===== src/hdl/cfpu_pkg.sv =====
`default_nettype none
package cfpu_pkg;

  localparam int MaxPayload = 32;
  localparam int IdxW       = $clog2(MaxPayload);
  localparam int LenW       = 6;
  localparam int AddrW      = IdxW + 1;  // two payload banks
  localparam int FifoDepth  = 2;
  localparam int FifoPtrW   = $clog2(FifoDepth);
  localparam int FifoCntW   = $clog2(FifoDepth + 1);

  localparam logic [15:0] CrcInit = 16'hFFFF;
  localparam logic [15:0] CrcPoly = 16'h1021;
  localparam logic [15:0] CntMax  = 16'hFFFF;
  localparam logic [7:0]  MarkerReset = 8'hAA;

  typedef enum logic [1:0] {
    KIND_GOOD    = 2'd0,
    KIND_CRC_ERR = 2'd1,
    KIND_LEN_ERR = 2'd2
  } kind_e;

  // frame outcome handed from front to back
  typedef struct packed {
    kind_e             kind;
    logic [7:0]        cmd;
    logic [LenW-1:0]   len;
    logic [15:0]       errcnt;
    logic              bank;
  } desc_t;

  typedef struct packed {
    logic              en;
    logic [AddrW-1:0]  addr;
    logic [7:0]        data;
  } wr_t;

  // back is done reading a bank
  typedef struct packed {
    logic              en;
    logic              bank;
  } rel_t;

  function automatic logic [15:0] crc_upd(input logic [15:0] crc, input logic [7:0] b);
    logic [15:0] c;
    c = crc ^ {b, 8'h00};
    for (int k = 0; k < 8; k++) begin
      c = c[15] ? ((c << 1) ^ CrcPoly) : (c << 1);
    end
    return c;
  endfunction

endpackage
`default_nettype wire


===== src/hdl/cfpu_if.sv =====
`default_nettype none
interface cfpu_rx_if;
  logic       valid;
  logic       ready;
  logic [7:0] rx_byte;

  modport source(output valid, output rx_byte, input ready);
  modport sink(input valid, input rx_byte, output ready);
endinterface

interface cfpu_res_if import cfpu_pkg::*; ();
  logic            valid;
  logic            ready;
  kind_e           kind;
  logic [7:0]      command;
  logic [LenW-1:0] length;
  logic [IdxW-1:0] index;
  logic [7:0]      data;
  logic            last;
  logic [15:0]     crc_error_count;

  modport source(output valid, output kind, output command, output length, output index,
                 output data, output last, output crc_error_count, input ready);
  modport sink(input valid, input kind, input command, input length, input index,
               input data, input last, input crc_error_count, output ready);
endinterface
`default_nettype wire


===== src/hdl/crc_checked_frame_parser_unit.sv =====
// Outcomes pushed at the CRC low byte (or bad length byte) pass the outcome queue,
// current-frame register, read stage and output register. Throughput: one received byte per
// cycle in; one result word per cycle out within a run while the receiver is ready; runs do
// not overlap. Payload bytes wait while both payload banks still hold frames the back end has
// not read. Outcome queue holds 2 frames; length byte and CRC low byte wait while it is full.
// Reset: parser hunts, start marker 0xAA, CRC error count 0; no payload clearing pass.
`default_nettype none
module crc_checked_frame_parser_unit import cfpu_pkg::*; (
  input  logic       clk_i,
  input  logic       rst_ni,
  input  logic       cfg_we_i,
  input  logic [7:0] cfg_wdata_i,
  cfpu_rx_if.sink    rx_i,
  cfpu_res_if.source res_o
);

  logic  push, full, pop, nonempty;
  desc_t push_desc, pop_desc;
  wr_t   wr;
  rel_t  rel;

  cfpu_front u_front (
    .clk_i       (clk_i),
    .rst_ni      (rst_ni),
    .cfg_we_i    (cfg_we_i),
    .cfg_wdata_i (cfg_wdata_i),
    .rx_i        (rx_i),
    .push_o      (push),
    .push_desc_o (push_desc),
    .full_i      (full),
    .wr_o        (wr),
    .rel_i       (rel)
  );

  cfpu_desc_fifo u_fifo (
    .clk_i       (clk_i),
    .rst_ni      (rst_ni),
    .push_i      (push),
    .push_desc_i (push_desc),
    .full_o      (full),
    .pop_i       (pop),
    .nonempty_o  (nonempty),
    .pop_desc_o  (pop_desc)
  );

  cfpu_back u_back (
    .clk_i      (clk_i),
    .rst_ni     (rst_ni),
    .wr_i       (wr),
    .nonempty_i (nonempty),
    .desc_i     (pop_desc),
    .pop_o      (pop),
    .rel_o      (rel),
    .res_o      (res_o)
  );

endmodule
`default_nettype wire


===== src/hdl/cfpu_front.sv =====
`default_nettype none
module cfpu_front import cfpu_pkg::*; (
  input  logic       clk_i,
  input  logic       rst_ni,
  input  logic       cfg_we_i,
  input  logic [7:0] cfg_wdata_i,
  cfpu_rx_if.sink    rx_i,
  output logic       push_o,
  output desc_t      push_desc_o,
  input  logic       full_i,
  output wr_t        wr_o,
  input  rel_t       rel_i
);

  localparam logic [2:0] PhHunt = 3'd0;
  localparam logic [2:0] PhLen  = 3'd1;
  localparam logic [2:0] PhCmd  = 3'd2;
  localparam logic [2:0] PhPay  = 3'd3;
  localparam logic [2:0] PhChi  = 3'd4;
  localparam logic [2:0] PhClo  = 3'd5;

  logic [2:0]      phase_q, phase_d;
  logic [LenW-1:0] len_q, len_d;
  logic [LenW-1:0] cnt_q, cnt_d;
  logic [7:0]      cmd_q, cmd_d;
  logic [15:0]     crc_q, crc_d;
  logic [7:0]      chi_q, chi_d;
  logic [15:0]     errcnt_q, errcnt_d;
  logic            bank_q, bank_d;
  logic [1:0]      pend_q, pend_d;
  logic [7:0]      marker_q;

  logic        acc;
  logic [7:0]  b;
  logic [15:0] crc_new;

  // outcome pushes happen in the length and CRC-low phases; payload waits for a free bank
  assign rx_i.ready = !(((phase_q == PhLen) || (phase_q == PhClo)) && full_i) &&
                      !((phase_q == PhPay) && pend_q[bank_q]);
  assign acc = rx_i.valid && rx_i.ready;
  assign b   = rx_i.rx_byte;
  assign crc_new = crc_upd((phase_q == PhLen) ? CrcInit : crc_q, b);

  always_comb begin
    phase_d  = phase_q;
    len_d    = len_q;
    cnt_d    = cnt_q;
    cmd_d    = cmd_q;
    crc_d    = crc_q;
    chi_d    = chi_q;
    errcnt_d = errcnt_q;
    bank_d   = bank_q;
    pend_d   = pend_q;
    push_o   = 1'b0;
    push_desc_o = '{kind: KIND_GOOD, cmd: cmd_q, len: len_q, errcnt: errcnt_q, bank: bank_q};
    wr_o     = '{en: 1'b0, addr: {bank_q, cnt_q[IdxW-1:0]}, data: b};

    if (rel_i.en) begin
      pend_d[rel_i.bank] = 1'b0;
    end

    if (acc) begin
      case (phase_q)
        PhLen: begin
          if (b > 8'(MaxPayload)) begin
            push_o           = 1'b1;
            push_desc_o.kind = KIND_LEN_ERR;
            push_desc_o.cmd  = 8'h00;
            push_desc_o.len  = (b > 8'({LenW{1'b1}})) ? {LenW{1'b1}} : b[LenW-1:0];
            phase_d          = PhHunt;
          end else begin
            len_d   = b[LenW-1:0];
            cnt_d   = '0;
            crc_d   = crc_new;
            phase_d = PhCmd;
          end
        end
        PhCmd: begin
          cmd_d   = b;
          crc_d   = crc_new;
          phase_d = (len_q != '0) ? PhPay : PhChi;
        end
        PhPay: begin
          wr_o.en = 1'b1;
          cnt_d   = cnt_q + LenW'(1);
          crc_d   = crc_new;
          if (cnt_q + LenW'(1) >= len_q) begin
            phase_d = PhChi;
          end
        end
        PhChi: begin
          chi_d   = b;
          phase_d = PhClo;
        end
        PhClo: begin
          phase_d = PhHunt;
          push_o  = 1'b1;
          if ({chi_q, b} != crc_q) begin
            if (errcnt_q != CntMax) begin
              errcnt_d = errcnt_q + 16'd1;
            end
            push_desc_o.kind   = KIND_CRC_ERR;
            push_desc_o.errcnt = errcnt_d;
          end else if (len_q != '0) begin
            pend_d[bank_q] = 1'b1;
            bank_d         = !bank_q;
          end
        end
        default: begin
          phase_d = (b == marker_q) ? PhLen : PhHunt;
        end
      endcase
    end
  end

  always_ff @(posedge clk_i or negedge rst_ni) begin
    if (!rst_ni) begin
      phase_q  <= PhHunt;
      len_q    <= '0;
      cnt_q    <= '0;
      cmd_q    <= '0;
      crc_q    <= CrcInit;
      chi_q    <= '0;
      errcnt_q <= '0;
      bank_q   <= 1'b0;
      pend_q   <= '0;
      marker_q <= MarkerReset;
    end else begin
      phase_q  <= phase_d;
      len_q    <= len_d;
      cnt_q    <= cnt_d;
      cmd_q    <= cmd_d;
      crc_q    <= crc_d;
      chi_q    <= chi_d;
      errcnt_q <= errcnt_d;
      bank_q   <= bank_d;
      pend_q   <= pend_d;
      if (cfg_we_i) begin
        marker_q <= cfg_wdata_i;
      end
    end
  end

endmodule
`default_nettype wire


===== src/hdl/cfpu_desc_fifo.sv =====
`default_nettype none
module cfpu_desc_fifo import cfpu_pkg::*; (
  input  logic  clk_i,
  input  logic  rst_ni,
  input  logic  push_i,
  input  desc_t push_desc_i,
  output logic  full_o,
  input  logic  pop_i,
  output logic  nonempty_o,
  output desc_t pop_desc_o
);

  desc_t               slot_q [FifoDepth];
  logic [FifoPtrW-1:0] wp_q, rp_q;
  logic [FifoCntW-1:0] cnt_q;
  logic                do_push, do_pop;

  assign full_o     = (cnt_q == FifoCntW'(FifoDepth));
  assign nonempty_o = (cnt_q != '0);
  assign pop_desc_o = slot_q[rp_q];
  assign do_push    = push_i && !full_o;
  assign do_pop     = pop_i && nonempty_o;

  always_ff @(posedge clk_i) begin
    if (do_push) begin
      slot_q[wp_q] <= push_desc_i;
    end
  end

  always_ff @(posedge clk_i or negedge rst_ni) begin
    if (!rst_ni) begin
      wp_q  <= '0;
      rp_q  <= '0;
      cnt_q <= '0;
    end else begin
      if (do_push) begin
        wp_q <= (wp_q == FifoPtrW'(FifoDepth - 1)) ? '0 : wp_q + FifoPtrW'(1);
      end
      if (do_pop) begin
        rp_q <= (rp_q == FifoPtrW'(FifoDepth - 1)) ? '0 : rp_q + FifoPtrW'(1);
      end
      cnt_q <= cnt_q + FifoCntW'(do_push) - FifoCntW'(do_pop);
    end
  end

endmodule
`default_nettype wire


===== src/hdl/cfpu_back.sv =====
`default_nettype none
module cfpu_back import cfpu_pkg::*; (
  input  logic  clk_i,
  input  logic  rst_ni,
  input  wr_t   wr_i,
  input  logic  nonempty_i,
  input  desc_t desc_i,
  output logic  pop_o,
  output rel_t  rel_o,
  cfpu_res_if.source res_o
);

  typedef struct packed {
    kind_e           kind;
    logic [7:0]      cmd;
    logic [LenW-1:0] len;
    logic [IdxW-1:0] idx;
    logic            last;
    logic [15:0]     errcnt;
    logic            use_mem;
  } meta_t;

  logic [7:0]      mem_q [2 * MaxPayload];
  logic [7:0]      rd_data_q;

  logic            act_q;
  desc_t           cur_q;
  logic [IdxW-1:0] idx_q;
  logic            rd_pend_q;
  meta_t           rd_meta_q;
  logic            out_valid_q;
  meta_t           out_meta_q;
  logic [7:0]      out_data_q;

  logic move, issue, use_mem, last_cur;

  assign use_mem  = (cur_q.kind == KIND_GOOD) && (cur_q.len != '0);
  assign last_cur = !use_mem || ((LenW'(idx_q) + LenW'(1)) == cur_q.len);
  assign move     = rd_pend_q && (!out_valid_q || res_o.ready);
  assign issue    = act_q && (!rd_pend_q || move);
  assign pop_o    = !act_q && nonempty_i;
  assign rel_o    = '{en: issue && use_mem && last_cur, bank: cur_q.bank};

  // payload store, two banks
  always_ff @(posedge clk_i) begin
    if (wr_i.en) begin
      mem_q[wr_i.addr] <= wr_i.data;
    end
    if (issue && use_mem) begin
      rd_data_q <= mem_q[{cur_q.bank, idx_q}];
    end
  end

  always_ff @(posedge clk_i) begin
    if (pop_o) begin
      cur_q <= desc_i;
    end
    if (issue) begin
      rd_meta_q <= '{kind: cur_q.kind, cmd: cur_q.cmd, len: cur_q.len, idx: idx_q,
                     last: last_cur, errcnt: cur_q.errcnt, use_mem: use_mem};
    end
    if (move) begin
      out_meta_q <= rd_meta_q;
      out_data_q <= rd_meta_q.use_mem ? rd_data_q : 8'h00;
    end
  end

  always_ff @(posedge clk_i or negedge rst_ni) begin
    if (!rst_ni) begin
      act_q       <= 1'b0;
      idx_q       <= '0;
      rd_pend_q   <= 1'b0;
      out_valid_q <= 1'b0;
    end else begin
      if (pop_o) begin
        act_q <= 1'b1;
        idx_q <= '0;
      end else if (issue) begin
        act_q <= !last_cur;
        idx_q <= last_cur ? '0 : idx_q + IdxW'(1);
      end
      if (issue) begin
        rd_pend_q <= 1'b1;
      end else if (move) begin
        rd_pend_q <= 1'b0;
      end
      if (move) begin
        out_valid_q <= 1'b1;
      end else if (res_o.ready) begin
        out_valid_q <= 1'b0;
      end
    end
  end

  assign res_o.valid           = out_valid_q;
  assign res_o.kind            = out_meta_q.kind;
  assign res_o.command         = out_meta_q.cmd;
  assign res_o.length          = out_meta_q.len;
  assign res_o.index           = out_meta_q.idx;
  assign res_o.data            = out_data_q;
  assign res_o.last            = out_meta_q.last;
  assign res_o.crc_error_count = out_meta_q.errcnt;

endmodule
`default_nettype wire


===== src/flat_wrapper.sv =====
// flat-port wrapper written by rule: the top's interface ports become plain ports
module crc_checked_frame_parser_unit_flat import cfpu_pkg::*;
  (clk_i, rst_ni, cfg_we_i, cfg_wdata_i, rx_i_valid, rx_i_rx_byte, rx_i_ready, res_o_valid, res_o_kind, res_o_command, res_o_length, res_o_index, res_o_data, res_o_last, res_o_crc_error_count, res_o_ready);
  cfpu_rx_if rx_i_i ();
  cfpu_res_if res_o_i ();
  input  logic clk_i;
  input  logic rst_ni;
  input  logic cfg_we_i;
  input  logic [7:0] cfg_wdata_i;
  input wire logic [$bits(rx_i_i.valid)-1:0] rx_i_valid;
  input wire logic [$bits(rx_i_i.rx_byte)-1:0] rx_i_rx_byte;
  output wire logic [$bits(rx_i_i.ready)-1:0] rx_i_ready;
  output wire logic [$bits(res_o_i.valid)-1:0] res_o_valid;
  output wire logic [$bits(res_o_i.kind)-1:0] res_o_kind;
  output wire logic [$bits(res_o_i.command)-1:0] res_o_command;
  output wire logic [$bits(res_o_i.length)-1:0] res_o_length;
  output wire logic [$bits(res_o_i.index)-1:0] res_o_index;
  output wire logic [$bits(res_o_i.data)-1:0] res_o_data;
  output wire logic [$bits(res_o_i.last)-1:0] res_o_last;
  output wire logic [$bits(res_o_i.crc_error_count)-1:0] res_o_crc_error_count;
  input wire logic [$bits(res_o_i.ready)-1:0] res_o_ready;
  assign rx_i_i.valid = rx_i_valid;
  assign rx_i_i.rx_byte = rx_i_rx_byte;
  assign rx_i_ready = rx_i_i.ready;
  assign res_o_valid = res_o_i.valid;
  assign res_o_kind = res_o_i.kind;
  assign res_o_command = res_o_i.command;
  assign res_o_length = res_o_i.length;
  assign res_o_index = res_o_i.index;
  assign res_o_data = res_o_i.data;
  assign res_o_last = res_o_i.last;
  assign res_o_crc_error_count = res_o_i.crc_error_count;
  assign res_o_i.ready = res_o_ready;
  crc_checked_frame_parser_unit u_core (.clk_i(clk_i), .rst_ni(rst_ni), .cfg_we_i(cfg_we_i), .cfg_wdata_i(cfg_wdata_i), .rx_i(rx_i_i), .res_o(res_o_i));
endmodule

===== config.mk =====
export PLATFORM = sky130hd
export DESIGN_NAME = crc_checked_frame_parser_unit_flat
export DESIGN_NICKNAME = d
export VERILOG_FILES = /design/src/hdl/cfpu_pkg.sv /design/src/hdl/cfpu_if.sv /design/src/hdl/crc_checked_frame_parser_unit.sv /design/src/hdl/cfpu_front.sv /design/src/hdl/cfpu_desc_fifo.sv /design/src/hdl/cfpu_back.sv /design/src/flat_wrapper.sv
export SDC_FILE = /design/constraint.sdc
export NUM_CORES = 1
export LEC_CHECK = 0
export BUFFER_PORTS_ARGS = -buffer_cell sky130_fd_sc_hd__buf_2
export CORE_ASPECT_RATIO = 1.75
export CORE_MARGIN = 4
export CORE_UTILIZATION = 62
export DETAILED_ROUTE_END_ITERATION = 10
export PLACE_DENSITY = 0.78
export SKIP_LAST_GASP = 1
export SLEW_MARGIN = 20
export SYNTH_ARGS = -nofsm -noshare
export SYNTH_HDL_FRONTEND = slang
export SYNTH_HIERARCHICAL = 1
export SYNTH_SLANG_ARGS = --single-unit

===== constraint.sdc =====
create_clock -name clk_i -period 4 [get_ports clk_i]
set_input_delay 0.4 -clock clk_i [delete_from_list [all_inputs] [get_ports clk_i]]
set_output_delay 0.4 -clock clk_i [all_outputs]
set_load 0.02 [all_outputs]

==> flow_summary.yaml <==
status:
  status: "finished, final reports clean"
synth:
  yosysMostFrequentCell: "edfxtp_1"
  ys_ff_latch: 790
  ys_warn_count: 6
  yosysTopAreaCellShare: 0.673
  synth_flop_cell: "edfxtp_1"
  netlist_area_mm2: 0.0314
  ys_seq_area_frac: 0.742
  synthArstFlopShare: 0.109
  syn_nets: 1648
  synthCells: 1615
  syn_area_per_cell_um2: 19.5
  synth_edf_count: 704
  yosys.area.top_type: "edfxtp_1"
  ys_top_cells_by_area: "edfxtp_1 (67%), mux4_2 (9.5%), dfrtp_1 (5.3%)"
  synth_cell_types: 65
  synth_top_cells_by_count: "edfxtp_1 (704), mux4_2 (133), nor2_1 (99)"
clock_tree:
  cts_root_buf: "clkbuf_16"
  clk_latency_ns: 0.61
  post_cts_buffers: 0
  cts_buffer_depth: 3
  cts.sinks: 790
  path_clk_slew_ns: 0.07
  cts_buffers: 60
  htree_levels: 2
  cts_tree: "done"
setup_path:
  required_ns: 4.24
  start_kind: "flop"
  crit_fanout: 15
  crit_chain: "mux2i_1, o211ai_1, nor2_1, nor2b_1, nand2_1, nor2_1"
  critPathLaunch: "u_core/u_front/bank_q"
  cp_common_cell: "nor2_1"
  critPathCaptureType: "flop"
  critPathSlowestCell: "nor2_1"
  path_class: "flop to flop"
  crit_arrival_ns: 3.54
  worstReg2RegStart: "u_core/u_front/bank_q"
  max_stage_delay_ns: 0.72
detailed_routing:
  antenna_left: 0
  viasPerCell: 6.35
  finalWirelength_um: 67100
  drt_iter0_markers: 1553
  met3_length_um: 3280
  top_layer: "met4"
  m1WireLength_um: 23300
  wl_met2_um: 37100
  wl_per_cell_um: 27.9
  drt_pre_antenna_iters: 5
  vias: 15300
  drc: 0
pwr:
  vdd_drop_max_mv: 0.493
  clkPwrFrac: 0.308
  p_comb_frac: 0.162
  cellLeakagePower_nw: 11.3
  powerDensity_mw_per_mm2: 577
  power_frac_seq: 0.530
  power.internal_mw: 14.9
  p_sw_frac: 0.252
  power_mw: 19.9
  p_sw_mw: 5.01
sta:
  finalSetupViolations: 0
  fin_ws_ns: 0.693
  period_needed_ns: 3.31
  max_freq_mhz: 302
  final_hold_viol_count: 0
  skew_ns: 0.0131
  worst_slew_pin_slew_ns: 1.12
  drv_slew: 0
  period_share: 0.827
  slew_headroom: 0.253
  rsz0062_at_grt: "false"
  timing.setup.tns_ns: 0
floorplanning:
  initial_core_util: 0.630
  chipWidth_um: 178
  rows: 108
  core-area_mm2: 0.0499
  fp.dieArea_mm2: 0.0545
  die_h_um: 306
  ios: 69
placement:
  place_congestion: 0.816
  io_buffers: 68
  dpl_worst_slack_ns: 0.757
  place_inst: 2288
  hpwl_um: 41800
worst_hold_path:
  holdCritStartpoint: "cfg_wdata_i[0]"
  holdCritPathClass: "input port to flop"
global_routing:
  grt_overflow_total: 0
  track_usage: 0.252
  grt_max_degree: 88
  first_global_vias: 16100
  antenna_found_initial: 0
  grt_pass1_wl_um: 102000
cells_and_area:
  antenna_cells: 0
  stdcell_count: 2407
  drive_gt1_frac: 0.264
  syn_to_final_growth_pct: 9.71
  n_fill_cell: 2951
  nets: 1728
flow_run:
  maxCapViolCount: 0
-- timing repair --
item / 4_1_cts / 5_1_grt
hold buffers: 5 / 0
setup endpoints to repair: 0 / 0
gates resized for setup: 0 / 0
hold endpoints to repair: 53 / 0
-- routing by layer --
| layer | track usage | up-vias |
|---|---|---|
| met5 | 0 | - |
| li1 | - | 6527 |
| met3 | 0.0243 | 149 |
| met4 | 0.110 | 0 |
| met1 | 0.312 | 7971 |
| met2 | 0.454 | 637 |
-- cell usage in the layout, fill, tap and decap left out, types with 4 or more instances in the layout --
| master | count |
|---|---|
| a211oi_1 | 4 |
| xor2_1 | 29 |
| a22oi_1 | 10 |
| or2_2 | 5 |
| nor2b_1 | 19 |
| dfstp_2 | 20 |
| and3_1 | 4 |
| nand2_1 | 28 |
| mux2_4 | 30 |
| clkinv_1 | 17 |
| o21ai_0 | 20 |
| mux4_1 | 7 |
| clkinv_2 | 7 |
| clkbuf_1 | 15 |
| or3_1 | 4 |
| nand4_1 | 13 |
| edfxtp_1 | 704 |
| nor4_1 | 9 |
| buf_4 | 35 |
| nor2_1 | 98 |
| xnor2_1 | 54 |
| nand2b_1 | 14 |
| a21oi_1 | 18 |
| and2_1 | 10 |
| nor3_1 | 13 |
| buf_12 | 6 |
| dfrtp_1 | 61 |
| o22ai_1 | 10 |
| inv_1 | 12 |
| clkbuf_16 | 61 |
| bufinv_16 | 9 |
| buf_2 | 67 |
| ha_1 | 12 |
| nand3_1 | 23 |
| mux2_2 | 65 |
| mux4_2 | 133 |
| nand3b_1 | 7 |
| dlygate4sd3_1 | 5 |
| mux2i_1 | 30 |
-- metrics by stage --
step	instance area [µm²]	utilization	hold WS [ns]
after floorplan	31400	-	0.104
after global placement	32400	0.650	0.400
after detailed placement	32400	0.650	0.405
after CTS	34500	0.692	0.00110
after global routing	34500	0.692	0.0238
final	34500	0.692	0.0371
-- final timing paths --
kind                            slack, ns                     endpoint  cells past startpoint
worst min register to register       0.42   u_core/u_back/rd_meta_q[3]                      0
worst max register to register       0.69   u_core/u_back/mem_q[12][3]                      6
worst max-delay path                 0.69   u_core/u_back/mem_q[12][3]                      6
max in group asynchronous            2.63   u_core/u_front/marker_q[1]                      3
min in group asynchronous            0.42  u_core/u_front/errcnt_q[10]                      2
worst min-delay path                 0.04   u_core/u_front/marker_q[0]                      2
-- final cells by class --
cell class,instances,area [µm²],share of cell area
multi-input cells,718,7510,0.218
well taps,660,826,0.0239
clock buffers,77,1600,0.0463
clock inverters,37,403,0.0117
inverters,12,45.0,0.00131
flip-flops and latches,790,23300,0.677
repair buffers,113,768,0.0223
-- power by group through the flow --
stage | combinational (mW) | clock, mW | sequential [mW]
2_1_floorplan | 2.29 | 0 | 10.6
3_3_place_gp | 3.14 | 0 | 10.7
3_5_place_dp | 3.21 | 0 | 10.7
4_1_cts | 3.26 | 6.20 | 10.5
5_1_grt | 3.42 | 6.58 | 10.6
6_report | 3.23 | 6.13 | 10.5
-- cell families after synthesis --
group                    Yosys count  synth area share
flip-flops                       790             0.742
AND/OR/NAND/NOR                  267            0.0434
adder cells (fa/ha/maj)           12           0.00478
buffers and inverters            107            0.0195
AO/OA/AOI/OAI                     91            0.0190
XOR/XNOR                          83            0.0231
multiplexers                     265             0.148
-- sequential cells by signal (all words and copies together), names as in the netlist, 16 cells and up --
name / cells
u_core/u_back/rd_meta_q: 39
u_core/u_back/mem_q: 512
u_core/u_back/cur_q: 32
u_core/u_fifo/slot_q: 66
u_core/u_front/crc_q: 16
u_core/u_back/res_o.crc_error_count: 16
u_core/u_front/errcnt_q: 16
-- critical path: cells and delay by family (launching register included) --
family,cells,cell delay (ns)
AOI/OAI and AO/OA,1,0.22
and+or+nand+nor,4,1.79
DFF,1,0.61
muxes,1,0.33
Power figures use the tool's default switching activity.
